### src/hdl/prrs_pkg.sv
// Shared types, constants and status codes for the priority round-robin scheduler.
package prrs_pkg;

    localparam int MAX_TASKS = 32;
    localparam int IDX_W     = $clog2(MAX_TASKS);
    localparam int CNT_W     = $clog2(MAX_TASKS + 1);

    localparam int PRIO_W    = 4;
    localparam int TIME_W    = 16;
    localparam int ID_W      = 5;
    localparam int TURN_W    = 21;
    localparam int WAIT_W    = 26;
    localparam int LOADED_W  = 6;
    localparam int ENTRY_W   = PRIO_W + TIME_W;

    localparam int PROD_W    = TIME_W + CNT_W;
    localparam int WSUM_W    = ((PROD_W > WAIT_W) ? PROD_W : WAIT_W) + 1;

    localparam logic [TIME_W-1:0] TQ_RESET = 16'd10;

    // result status codes
    localparam logic [1:0] ST_LOADED   = 2'd0;
    localparam logic [1:0] ST_FULL     = 2'd1;
    localparam logic [1:0] ST_SLICE    = 2'd2;
    localparam logic [1:0] ST_ALL_DONE = 2'd3;

    typedef struct packed {
        logic [PRIO_W-1:0] prio;
        logic [TIME_W-1:0] rem;
    } entry_t;

endpackage

### src/hdl/prrs_ram.sv
// Generic single-write, single-read RAM with registered read data.
module prrs_ram #(
    parameter int WIDTH = 8,
    parameter int DEPTH = 32
) (
    input  logic                     clk,
    input  logic                     we,
    input  logic [$clog2(DEPTH)-1:0] waddr,
    input  logic [WIDTH-1:0]         wdata,
    input  logic [$clog2(DEPTH)-1:0] raddr,
    output logic [WIDTH-1:0]         rdata
);

    logic [WIDTH-1:0] mem [DEPTH];

    always_ff @(posedge clk)
    begin
        if (we)
        begin
            mem[waddr] <= wdata;
        end
        rdata <= mem[raddr];
    end

endmodule

### src/hdl/priority_round_robin_scheduler.sv
// Top level of the priority scheduler with round robin inside a priority level.
//
// Each item is a command taken when start is high and busy is low. A load
// (mode 0) stores a task in a free table entry and answers in the next cycle. A
// slice request (mode 1) walks the task table through its single read port,
// one entry per cycle, pipelined behind the registered read. If a shared
// group is running, the walk first looks for the next group member after the
// one that ran last, wrapping, and stops at the first hit; if there is none,
// or no group is active, a full walk finds the highest unfinished level
// (earliest entry wins ties) and counts its members in the same pass. The
// states S_CALC, S_MUL and S_UPD then size the slice, form the waiting
// increment on the one multiplier, and write back the entry and totals. With
// nothing left to run, status 3 comes as soon as the full walk ends. The
// result appears on the output ports for exactly one cycle with done high;
// there is no backpressure, so the receiver must take it then. busy is high
// while a slice request is worked on and drops as the result strobe rises;
// a load never raises busy. time_quantum is written over the cfg channel,
// which is always ready and should be used only while the block is idle; 0
// acts as 1. Running totals saturate. The table is not cleared after reset:
// only entries below the loaded count are ever read.
module priority_round_robin_scheduler (
    input  logic                          clk,
    input  logic                          rst_n,
    input  logic                          start,
    output logic                          busy,
    input  logic                          mode,
    input  logic [prrs_pkg::PRIO_W-1:0]   priority_req,
    input  logic [prrs_pkg::TIME_W-1:0]   burst,
    input  logic                          cfg_valid,
    output logic                          cfg_ready,
    input  logic [prrs_pkg::TIME_W-1:0]   cfg_data,
    output logic                          done,
    output logic [1:0]                    status,
    output logic [prrs_pkg::ID_W-1:0]     task_id,
    output logic [prrs_pkg::TIME_W-1:0]   slice_length,
    output logic [prrs_pkg::TURN_W-1:0]   turnaround_sum,
    output logic [prrs_pkg::WAIT_W-1:0]   waiting_sum,
    output logic [prrs_pkg::LOADED_W-1:0] tasks_loaded
);

    localparam int IDX_W  = prrs_pkg::IDX_W;
    localparam int CNT_W  = prrs_pkg::CNT_W;
    localparam int PRIO_W = prrs_pkg::PRIO_W;
    localparam int TIME_W = prrs_pkg::TIME_W;
    localparam int PROD_W = prrs_pkg::PROD_W;
    localparam int WSUM_W = prrs_pkg::WSUM_W;
    localparam int TURN_W = prrs_pkg::TURN_W;
    localparam int WAIT_W = prrs_pkg::WAIT_W;

    // sequencer states
    localparam logic [2:0] S_IDLE = 3'd0;  // waiting for a command
    localparam logic [2:0] S_GRP  = 3'd1;  // look for next member of the running group
    localparam logic [2:0] S_TOP  = 3'd2;  // full walk for top level and its count
    localparam logic [2:0] S_CALC = 3'd3;  // size the slice
    localparam logic [2:0] S_MUL  = 3'd4;  // waiting increment
    localparam logic [2:0] S_UPD  = 3'd5;  // write back, emit

    logic [2:0]             state_reg,       state_next;
    logic [TIME_W-1:0]      tq_reg,          tq_next;
    logic [CNT_W-1:0]       task_total_reg,  task_total_next;
    logic [CNT_W-1:0]       unfinished_reg,  unfinished_next;
    logic                   level_active_reg, level_active_next;
    logic [PRIO_W-1:0]      cur_level_reg,   cur_level_next;
    logic [IDX_W-1:0]       rr_reg,          rr_next;
    logic [TURN_W-1:0]      turn_reg,        turn_next;
    logic [WAIT_W-1:0]      wait_reg,        wait_next;

    // table walk
    logic [IDX_W-1:0]       scan_addr_reg,   scan_addr_next;
    logic [CNT_W-1:0]       left_reg,        left_next;
    logic                   pipe_vld_reg,    pipe_vld_next;
    logic [IDX_W-1:0]       pipe_idx_reg,    pipe_idx_next;
    logic                   hit_reg,         hit_next;
    logic [IDX_W-1:0]       chosen_reg,      chosen_next;
    logic [PRIO_W-1:0]      chosen_prio_reg, chosen_prio_next;
    logic [TIME_W-1:0]      chosen_rem_reg,  chosen_rem_next;
    logic [CNT_W-1:0]       count_reg,       count_next;
    logic                   lone_reg,        lone_next;
    logic [TIME_W-1:0]      slice_reg,       slice_next;
    logic [PROD_W-1:0]      prod_reg,        prod_next;

    // result registers
    logic                   done_reg,        done_next;
    logic [1:0]             status_reg,      status_next;
    logic [prrs_pkg::ID_W-1:0] id_reg,       id_next;
    logic [TIME_W-1:0]      slice_out_reg,   slice_out_next;

    // table port
    logic                   ram_we;
    logic [IDX_W-1:0]       ram_waddr;
    prrs_pkg::entry_t       ram_wentry;
    logic [prrs_pkg::ENTRY_W-1:0] ram_rdata;
    prrs_pkg::entry_t       rd_entry;

    logic                   issue;
    logic [TIME_W-1:0]      quantum;
    logic [TURN_W:0]        turn_sum;
    logic [WSUM_W-1:0]      wait_sum;
    logic [TIME_W-1:0]      new_rem;

    // next table index, wrapping at the loaded count
    function automatic logic [IDX_W-1:0] wrap_inc(input logic [IDX_W-1:0] a,
                                                  input logic [CNT_W-1:0] total);
        logic [CNT_W-1:0] nxt;
        begin
            nxt = CNT_W'(a) + CNT_W'(1);
            wrap_inc = (nxt >= total) ? '0 : IDX_W'(nxt);
        end
    endfunction

    prrs_ram #(
        .WIDTH (prrs_pkg::ENTRY_W),
        .DEPTH (prrs_pkg::MAX_TASKS)
    ) u_table (
        .clk   (clk),
        .we    (ram_we),
        .waddr (ram_waddr),
        .wdata (ram_wentry),
        .raddr (scan_addr_reg),
        .rdata (ram_rdata)
    );

    assign rd_entry  = prrs_pkg::entry_t'(ram_rdata);
    assign quantum   = (tq_reg == '0) ? TIME_W'(1) : tq_reg;
    assign new_rem   = chosen_rem_reg - slice_reg;
    assign turn_sum  = (TURN_W+1)'(turn_reg) + (TURN_W+1)'(slice_reg);
    assign wait_sum  = WSUM_W'(wait_reg) + WSUM_W'(prod_reg);

    // one table read per cycle while walking; group walk stops on a hit
    assign issue = ((state_reg == S_GRP && !hit_reg) || state_reg == S_TOP)
                   && (left_reg != '0);

    always_comb
    begin
        state_next        = state_reg;
        tq_next           = tq_reg;
        task_total_next   = task_total_reg;
        unfinished_next   = unfinished_reg;
        level_active_next = level_active_reg;
        cur_level_next    = cur_level_reg;
        rr_next           = rr_reg;
        turn_next         = turn_reg;
        wait_next         = wait_reg;
        scan_addr_next    = scan_addr_reg;
        left_next         = left_reg;
        hit_next          = hit_reg;
        chosen_next       = chosen_reg;
        chosen_prio_next  = chosen_prio_reg;
        chosen_rem_next   = chosen_rem_reg;
        count_next        = count_reg;
        lone_next         = lone_reg;
        slice_next        = slice_reg;
        prod_next         = prod_reg;
        done_next         = 1'b0;
        status_next       = status_reg;
        id_next           = id_reg;
        slice_out_next    = slice_out_reg;
        ram_we            = 1'b0;
        ram_waddr         = chosen_reg;
        ram_wentry.prio   = chosen_prio_reg;
        ram_wentry.rem    = new_rem;

        pipe_vld_next = issue;
        pipe_idx_next = scan_addr_reg;
        if (issue)
        begin
            scan_addr_next = wrap_inc(scan_addr_reg, task_total_reg);
            left_next      = left_reg - CNT_W'(1);
        end

        if (cfg_valid && cfg_ready)
        begin
            tq_next = cfg_data;
        end

        unique case (state_reg)
            S_IDLE:
            begin
                if (start)
                begin
                    if (!mode)
                    begin
                        done_next      = 1'b1;
                        slice_out_next = '0;
                        if (task_total_reg >= CNT_W'(prrs_pkg::MAX_TASKS))
                        begin
                            status_next = prrs_pkg::ST_FULL;
                            id_next     = '0;
                        end
                        else
                        begin
                            status_next     = prrs_pkg::ST_LOADED;
                            id_next         = prrs_pkg::ID_W'(task_total_reg);
                            ram_we          = 1'b1;
                            ram_waddr       = IDX_W'(task_total_reg);
                            ram_wentry.prio = priority_req;
                            ram_wentry.rem  = burst;
                            task_total_next = task_total_reg + CNT_W'(1);
                            if (burst != '0)
                            begin
                                unfinished_next = unfinished_reg + CNT_W'(1);
                            end
                        end
                    end
                    else
                    begin
                        hit_next   = 1'b0;
                        count_next = '0;
                        left_next  = task_total_reg;
                        if (level_active_reg && task_total_reg != '0)
                        begin
                            state_next     = S_GRP;
                            scan_addr_next = wrap_inc(rr_reg, task_total_reg);
                        end
                        else
                        begin
                            state_next     = S_TOP;
                            scan_addr_next = '0;
                        end
                    end
                end
            end

            S_GRP:
            begin
                if (pipe_vld_reg && !hit_reg && rd_entry.rem != '0
                    && rd_entry.prio == cur_level_reg)
                begin
                    hit_next         = 1'b1;
                    chosen_next      = pipe_idx_reg;
                    chosen_prio_next = rd_entry.prio;
                    chosen_rem_next  = rd_entry.rem;
                end
                if (hit_reg)
                begin
                    lone_next  = 1'b0;
                    state_next = S_CALC;
                end
                else if (left_reg == '0 && !pipe_vld_reg)
                begin
                    // group exhausted: fall back to a full walk
                    level_active_next = 1'b0;
                    state_next        = S_TOP;
                    scan_addr_next    = '0;
                    left_next         = task_total_reg;
                    hit_next          = 1'b0;
                    count_next        = '0;
                end
            end

            S_TOP:
            begin
                if (pipe_vld_reg && rd_entry.rem != '0)
                begin
                    if (!hit_reg || rd_entry.prio > chosen_prio_reg)
                    begin
                        hit_next         = 1'b1;
                        chosen_next      = pipe_idx_reg;
                        chosen_prio_next = rd_entry.prio;
                        chosen_rem_next  = rd_entry.rem;
                        count_next       = CNT_W'(1);
                    end
                    else if (rd_entry.prio == chosen_prio_reg)
                    begin
                        count_next = count_reg + CNT_W'(1);
                    end
                end
                if (left_reg == '0 && !pipe_vld_reg)
                begin
                    level_active_next = hit_reg && (count_reg != CNT_W'(1));
                    if (!hit_reg)
                    begin
                        done_next      = 1'b1;
                        status_next    = prrs_pkg::ST_ALL_DONE;
                        id_next        = '0;
                        slice_out_next = '0;
                        state_next     = S_IDLE;
                    end
                    else
                    begin
                        lone_next = (count_reg == CNT_W'(1));
                        if (count_reg != CNT_W'(1))
                        begin
                            cur_level_next = chosen_prio_reg;
                        end
                        state_next = S_CALC;
                    end
                end
            end

            S_CALC:
            begin
                if (!lone_reg && chosen_rem_reg > quantum)
                begin
                    slice_next = quantum;
                end
                else
                begin
                    slice_next = chosen_rem_reg;
                end
                if (level_active_reg)
                begin
                    rr_next = chosen_reg;
                end
                state_next = S_MUL;
            end

            S_MUL:
            begin
                prod_next  = PROD_W'(slice_reg) * PROD_W'(unfinished_reg - CNT_W'(1));
                state_next = S_UPD;
            end

            S_UPD:
            begin
                ram_we    = 1'b1;
                turn_next = turn_sum[TURN_W] ? '1 : turn_sum[TURN_W-1:0];
                wait_next = (wait_sum > WSUM_W'({WAIT_W{1'b1}})) ? '1
                                                                 : WAIT_W'(wait_sum);
                if (new_rem == '0)
                begin
                    unfinished_next = unfinished_reg - CNT_W'(1);
                end
                done_next      = 1'b1;
                status_next    = prrs_pkg::ST_SLICE;
                id_next        = prrs_pkg::ID_W'(chosen_reg);
                slice_out_next = slice_reg;
                state_next     = S_IDLE;
            end

            default:
            begin
                state_next = S_IDLE;
            end
        endcase
    end

    always_ff @(posedge clk or negedge rst_n)
    begin
        if (!rst_n)
        begin
            state_reg        <= S_IDLE;
            tq_reg           <= prrs_pkg::TQ_RESET;
            task_total_reg   <= '0;
            unfinished_reg   <= '0;
            level_active_reg <= 1'b0;
            cur_level_reg    <= '0;
            rr_reg           <= '0;
            turn_reg         <= '0;
            wait_reg         <= '0;
            scan_addr_reg    <= '0;
            left_reg         <= '0;
            pipe_vld_reg     <= 1'b0;
            hit_reg          <= 1'b0;
            done_reg         <= 1'b0;
        end
        else
        begin
            state_reg        <= state_next;
            tq_reg           <= tq_next;
            task_total_reg   <= task_total_next;
            unfinished_reg   <= unfinished_next;
            level_active_reg <= level_active_next;
            cur_level_reg    <= cur_level_next;
            rr_reg           <= rr_next;
            turn_reg         <= turn_next;
            wait_reg         <= wait_next;
            scan_addr_reg    <= scan_addr_next;
            left_reg         <= left_next;
            pipe_vld_reg     <= pipe_vld_next;
            hit_reg          <= hit_next;
            done_reg         <= done_next;
        end
    end

    // payload registers, no reset needed
    always_ff @(posedge clk)
    begin
        pipe_idx_reg    <= pipe_idx_next;
        chosen_reg      <= chosen_next;
        chosen_prio_reg <= chosen_prio_next;
        chosen_rem_reg  <= chosen_rem_next;
        count_reg       <= count_next;
        lone_reg        <= lone_next;
        slice_reg       <= slice_next;
        prod_reg        <= prod_next;
        status_reg      <= status_next;
        id_reg          <= id_next;
        slice_out_reg   <= slice_out_next;
    end

    assign busy           = (state_reg != S_IDLE);
    assign cfg_ready      = 1'b1;
    assign done           = done_reg;
    assign status         = status_reg;
    assign task_id        = id_reg;
    assign slice_length   = slice_out_reg;
    assign turnaround_sum = turn_reg;
    assign waiting_sum    = wait_reg;
    assign tasks_loaded   = (32'(task_total_reg) > 32'd63) ? 6'd63
                                                           : prrs_pkg::LOADED_W'(task_total_reg);

endmodule

### config.mk
export PLATFORM = sky130hd
export DESIGN_NAME = priority_round_robin_scheduler
export DESIGN_NICKNAME = d
export VERILOG_FILES = /design/src/hdl/prrs_pkg.sv /design/src/hdl/prrs_ram.sv /design/src/hdl/priority_round_robin_scheduler.sv
export SDC_FILE = /design/constraint.sdc
export NUM_CORES = 1
export LEC_CHECK = 0
export BUFFER_PORTS_ARGS = -buffer_cell sky130_fd_sc_hd__buf_2
export CAP_MARGIN = 25
export CORE_UTILIZATION = 46
export DETAILED_ROUTE_END_ITERATION = 16
export MAX_ROUTING_LAYER = met4
export PLACE_DENSITY = 0.75
export SETUP_SLACK_MARGIN = 0.02
export SYNTH_ARGS = -nofsm -noshare
export SYNTH_HDL_FRONTEND = slang
export SYNTH_SLANG_ARGS = --single-unit
### constraint.sdc
create_clock -name clk -period 5.35 [get_ports clk]
set_input_delay 0.535 -clock clk [delete_from_list [all_inputs] [get_ports clk]]
set_output_delay 0.535 -clock clk [all_outputs]
set_load 0.1 [all_outputs]
==> results.txt <==
- Sorting the synthesized cells by area gives the leading types as sky130_fd_sc_hd__edfxtp_1 (54%), sky130_fd_sc_hd__dfrtp_1 (6.1%), sky130_fd_sc_hd__ha_1 (4.5%).
* Number of endpoints failing setup at the final stage: 2
- Synthesis inferred 860 register bits.
* NumNets Final: 3,459
- On the final layout, the worst clock skew is roughly 72 ps.
- By instance count, the cell type seen most on the critical path is sky130_fd_sc_hd__fa_1.
* Number of global-route vias before repair: between 20,000 and 30,000
* Data arrival time of the critical path: 5810 ps
* Endpoint type of the worst setup path: register
* PnR worst setup slack: -97.0 ps
* Share of flip-flops with an asynchronous set or reset after synthesis: 0.119
- Startpoint of the worst register-to-register path: unfinished_reg[0]
* Area overhead of the layout relative to synthesis: 15.7%
* Cell area after synthesis: 40,700 sq um
* Peak per-stage delay on the critical path: slightly above 500 ps
* Syn Area/Cell: approximately 14 sq um
* Ordered cell list for the critical path: nor3_4, nor3b_4, xor2_1, nand2_1, fa_1, fa_1, inv_2, fa_1, inv_2, fa_1, inv_2, ha_4, a21oi_4, a21boi_2, o21a_1, a311o_1, o31a_1, a211oi_2, a21oi_2, xnor2_1
- The library cell used most frequently in the layout, excluding fill and tap cells, is sky130_fd_sc_hd__edfxtp_1.
* Endpoint of the worst setup timing path: prod_reg[21]
* CTS Sinks: 860
- After global routing the overflow that remains totals 0.
- Fin crit period: about 5400 ps
- The initial antenna violation count is 1.
- The slowest stage of the critical path is the sky130_fd_sc_hd__fa_1 cell.
- In this run the tightest slew margin relative to its limit is 0.182.
* Number of max-capacitance violations reported: 0
* Critical path startpoint: unfinished_reg[0]
* Capture point of the worst reg-to-reg path: prod_reg[21]
- In the layout the commonest cells are sky130_fd_sc_hd__edfxtp_1 (733), sky130_fd_sc_hd__nand2_1 (225), sky130_fd_sc_hd__nor2_1 (185).
* Filler Cell Count: about 6,900
- The core region is approximately 87,000 sq um.
* Category of the critical setup timing path: reg -> reg
- After detailed routing, the average wire length per cell comes to between 20 and 25 um.
* HPWL after DPL: about 66,000 um
* Die area: about 90,000 sq um
- Yosys mapped a number of flops with a built-in enable equal to between 700 and 800.
- Placed insts: 4,247
* Highest clock rate: roughly 180 MHz
* Number of remaining DRC errors: 0
- Hold crit path type: in -> reg
* Count of standard-cell rows: 108
- Timing analysis after detailed placement gives a worst setup slack of -247 ps.
- The max-slew violation count came to 0.
- For this block, the via count after detailed routing is 26,000.
- Maximum number of pins on one net before global-route repair: between 90 and 100
- In the final layout, flip-flops and latches occupy around 25,000 sq um.
- Data on the critical path is required at its endpoint by 5710 ps.
* Routability Congestion: between 0.9 and 1
- CTS tree: built
- The longest clock path from root to sink contains 3 buffers.
- In this run the vertical extent of the chip is between 200 and 300 um.
* Fraction of layout cells with a size suffix above 1: 0.203
- The detail route stage leaves a number of antenna-violating nets equal to 0.
- Worst setup slack for register-to-register paths: -100 ps
- The die is 300 um wide.
- For this run, the total global-route usage over all layers was measured as 0.234.
* Sequential fraction of the synthesis area: 0.615
- The synthesized design spends more area on one cell type than any other, namely sky130_fd_sc_hd__edfxtp_1.
- In the synthesized netlist, the number of instances is between 2,000 and 3,000.
- Final worst path period share: 1.02
- Crit Path Max Fanout: 4
* Number of flip-flops under the largest register name: 640
- Buffers placed on the I/O ports in this run total between 100 and 150.
* Yosys top cell area share: 0.540
- Wire length of the first global-routing pass: between 150,000 and 200,000 um
- Transition time at the pin with the least slew margin: 1230 ps
* Effective utilization at floorplan: 0.467
- The worst setup path is launched from a register.
- Count of synthesis-stage warnings from yosys: 0
- CTS Buf Count: 86
- The netlist uses 83 different library cells.
- After clock tree synthesis, the clock-pin slew on the worst setup and hold paths is 60 ps.
- Path depth of the worst reg2reg path: 20
- Starting DRC count in detailed routing: ~2,600
- CTS root buffer: sky130_fd_sc_hd__clkbuf_16
- Number of H-tree levels: 3
- Clk Latency, worst-skew pair: 680 ps
- Syn nets: 3,229
- The final reports fail on setup timing.
- Number of top-level pins: between 100 and 150
- Setup repair after global routing could not meet its margin everywhere.
- The multi-input combinational cells in the finished layout cover a total of about 15,000 sq um.
- Number of non-filler instances in the completed layout: between 4,000 and 5,000
* Leading register cell type out of synthesis: sky130_fd_sc_hd__edfxtp_1
- Dividing the detail-routed via count by the number of cells gives 5.87.
- The first detailed-routing pass took 6 iterations.
* Hold violation count in the final report: 0
* Result of the run: complete, but fails checks
- After detailed routing, the total wire length is approximately 100,000 um.
-- layer usage --
metal  part of all wire  vias to the layer above  GRT usage
met5                  0                        -          -
met4              0.027                        0     0.0672
met3              0.088                      183     0.0432
met2               0.48                     1207      0.374
met1               0.40                    13000      0.305
li1                   -                    11600          -
-- cell usage after synthesis (6+ instances only) --
library cell               instances
sky130_fd_sc_hd__a211oi_1         13
sky130_fd_sc_hd__a21o_1           31
sky130_fd_sc_hd__a21oi_1         138
sky130_fd_sc_hd__a31oi_1          43
sky130_fd_sc_hd__and2_1           22
sky130_fd_sc_hd__and3_1           14
sky130_fd_sc_hd__and4_1            6
sky130_fd_sc_hd__buf_1            24
sky130_fd_sc_hd__clkbuf_1         98
sky130_fd_sc_hd__dfrtp_1         100
sky130_fd_sc_hd__dfxtp_1          25
sky130_fd_sc_hd__edfxtp_1        733
sky130_fd_sc_hd__fa_1             74
sky130_fd_sc_hd__ha_1            147
sky130_fd_sc_hd__inv_1           172
sky130_fd_sc_hd__mux2_2           72
sky130_fd_sc_hd__mux2i_1         125
sky130_fd_sc_hd__mux4_2           80
sky130_fd_sc_hd__nand2_1         227
sky130_fd_sc_hd__nand2b_1         30
sky130_fd_sc_hd__nand3_1          32
sky130_fd_sc_hd__nand4_1           9
sky130_fd_sc_hd__nor2_1          222
sky130_fd_sc_hd__nor2b_1          16
sky130_fd_sc_hd__nor3_1           33
sky130_fd_sc_hd__nor4_1           14
sky130_fd_sc_hd__o211ai_1         13
sky130_fd_sc_hd__o21a_1           20
sky130_fd_sc_hd__o21ai_0         132
sky130_fd_sc_hd__o21bai_1          7
sky130_fd_sc_hd__o221ai_1         63
sky130_fd_sc_hd__o22ai_1          26
sky130_fd_sc_hd__o31ai_1          11
sky130_fd_sc_hd__or2_2            11
sky130_fd_sc_hd__or3_1            13
sky130_fd_sc_hd__xnor2_1          48
sky130_fd_sc_hd__xor2_1           38
-- final cells by class --
type | instances | share of cell area
tap | 1155 | 0.0307
clock buffer | 107 | 0.0482
clock inverter | 52 | 0.0164
sequential | 860 | 0.532
inverter | 173 | 0.0139
antenna | 1 | 0.0000531
timing repair buffer | 268 | 0.0420
multi-input combinational | 1808 | 0.317
-- metrics by stage --
| step | instance area (sq um) | setup TNS, ps | hold WS (ps) | util |
|---|---|---|---|---|
| floorplan | 40900 | -55.8 | 239 | - |
| global placement | 43600 | -337 | 386 | 0.499 |
| detailed placement | 43700 | -466 | 389 | 0.501 |
| CTS | 46900 | -117 | 83.1 | 0.537 |
| global route | 47100 | -928 | 104 | 0.540 |
| finish | 47100 | -163 | 113 | 0.540 |
-- worst min-delay path by stage --
stage                                from          endpoint  cells after the start
final                        cfg_data[10]        tq_reg[10]                      3
after global routing          cfg_data[9]         tq_reg[9]                      3
after CTS                    cfg_data[10]        tq_reg[10]                      3
after detailed placement  pipe_idx_reg[1]     chosen_reg[1]                      0
after global placement    pipe_idx_reg[0]     chosen_reg[0]                      0
after floorplan                     rst_n  cur_level_reg[0]                      0
-- logic make-up after synthesis --
group           Yosys count  share of synthesized area
xor+xnor                 86                     0.0185
buf+inv                 299                     0.0279
simple gates            670                     0.0747
fa+ha+maj               221                     0.0815
compound gates          553                     0.0873
mux                     277                     0.0948
other cells               1                  0.0000920
flops                   860                      0.615
-- critical path, delay by kind of cell, from the launching register on --
family | cells | cell delay (ps)
buffers and inverters | 3 | 130
xor gates and xnor gates | 2 | 370
and+or+nand+nor | 3 | 630
adders and majority gates | 5 | 2230
DFF | 1 | 460
AOI/OAI and AO/OA | 7 | 1360
-- repair_timing --
item	in CTS	in global routing
pin swaps	6	2
hold buffers	1	0
gates cloned	0	0
setup endpoints to repair	3	7
buffers inserted	4	3
gates resized for setup	18	8
hold endpoints to repair	50	0
Power is not shown: default switching activity piles up to over one toggle a cycle in this logic, so the estimate is an artifact.
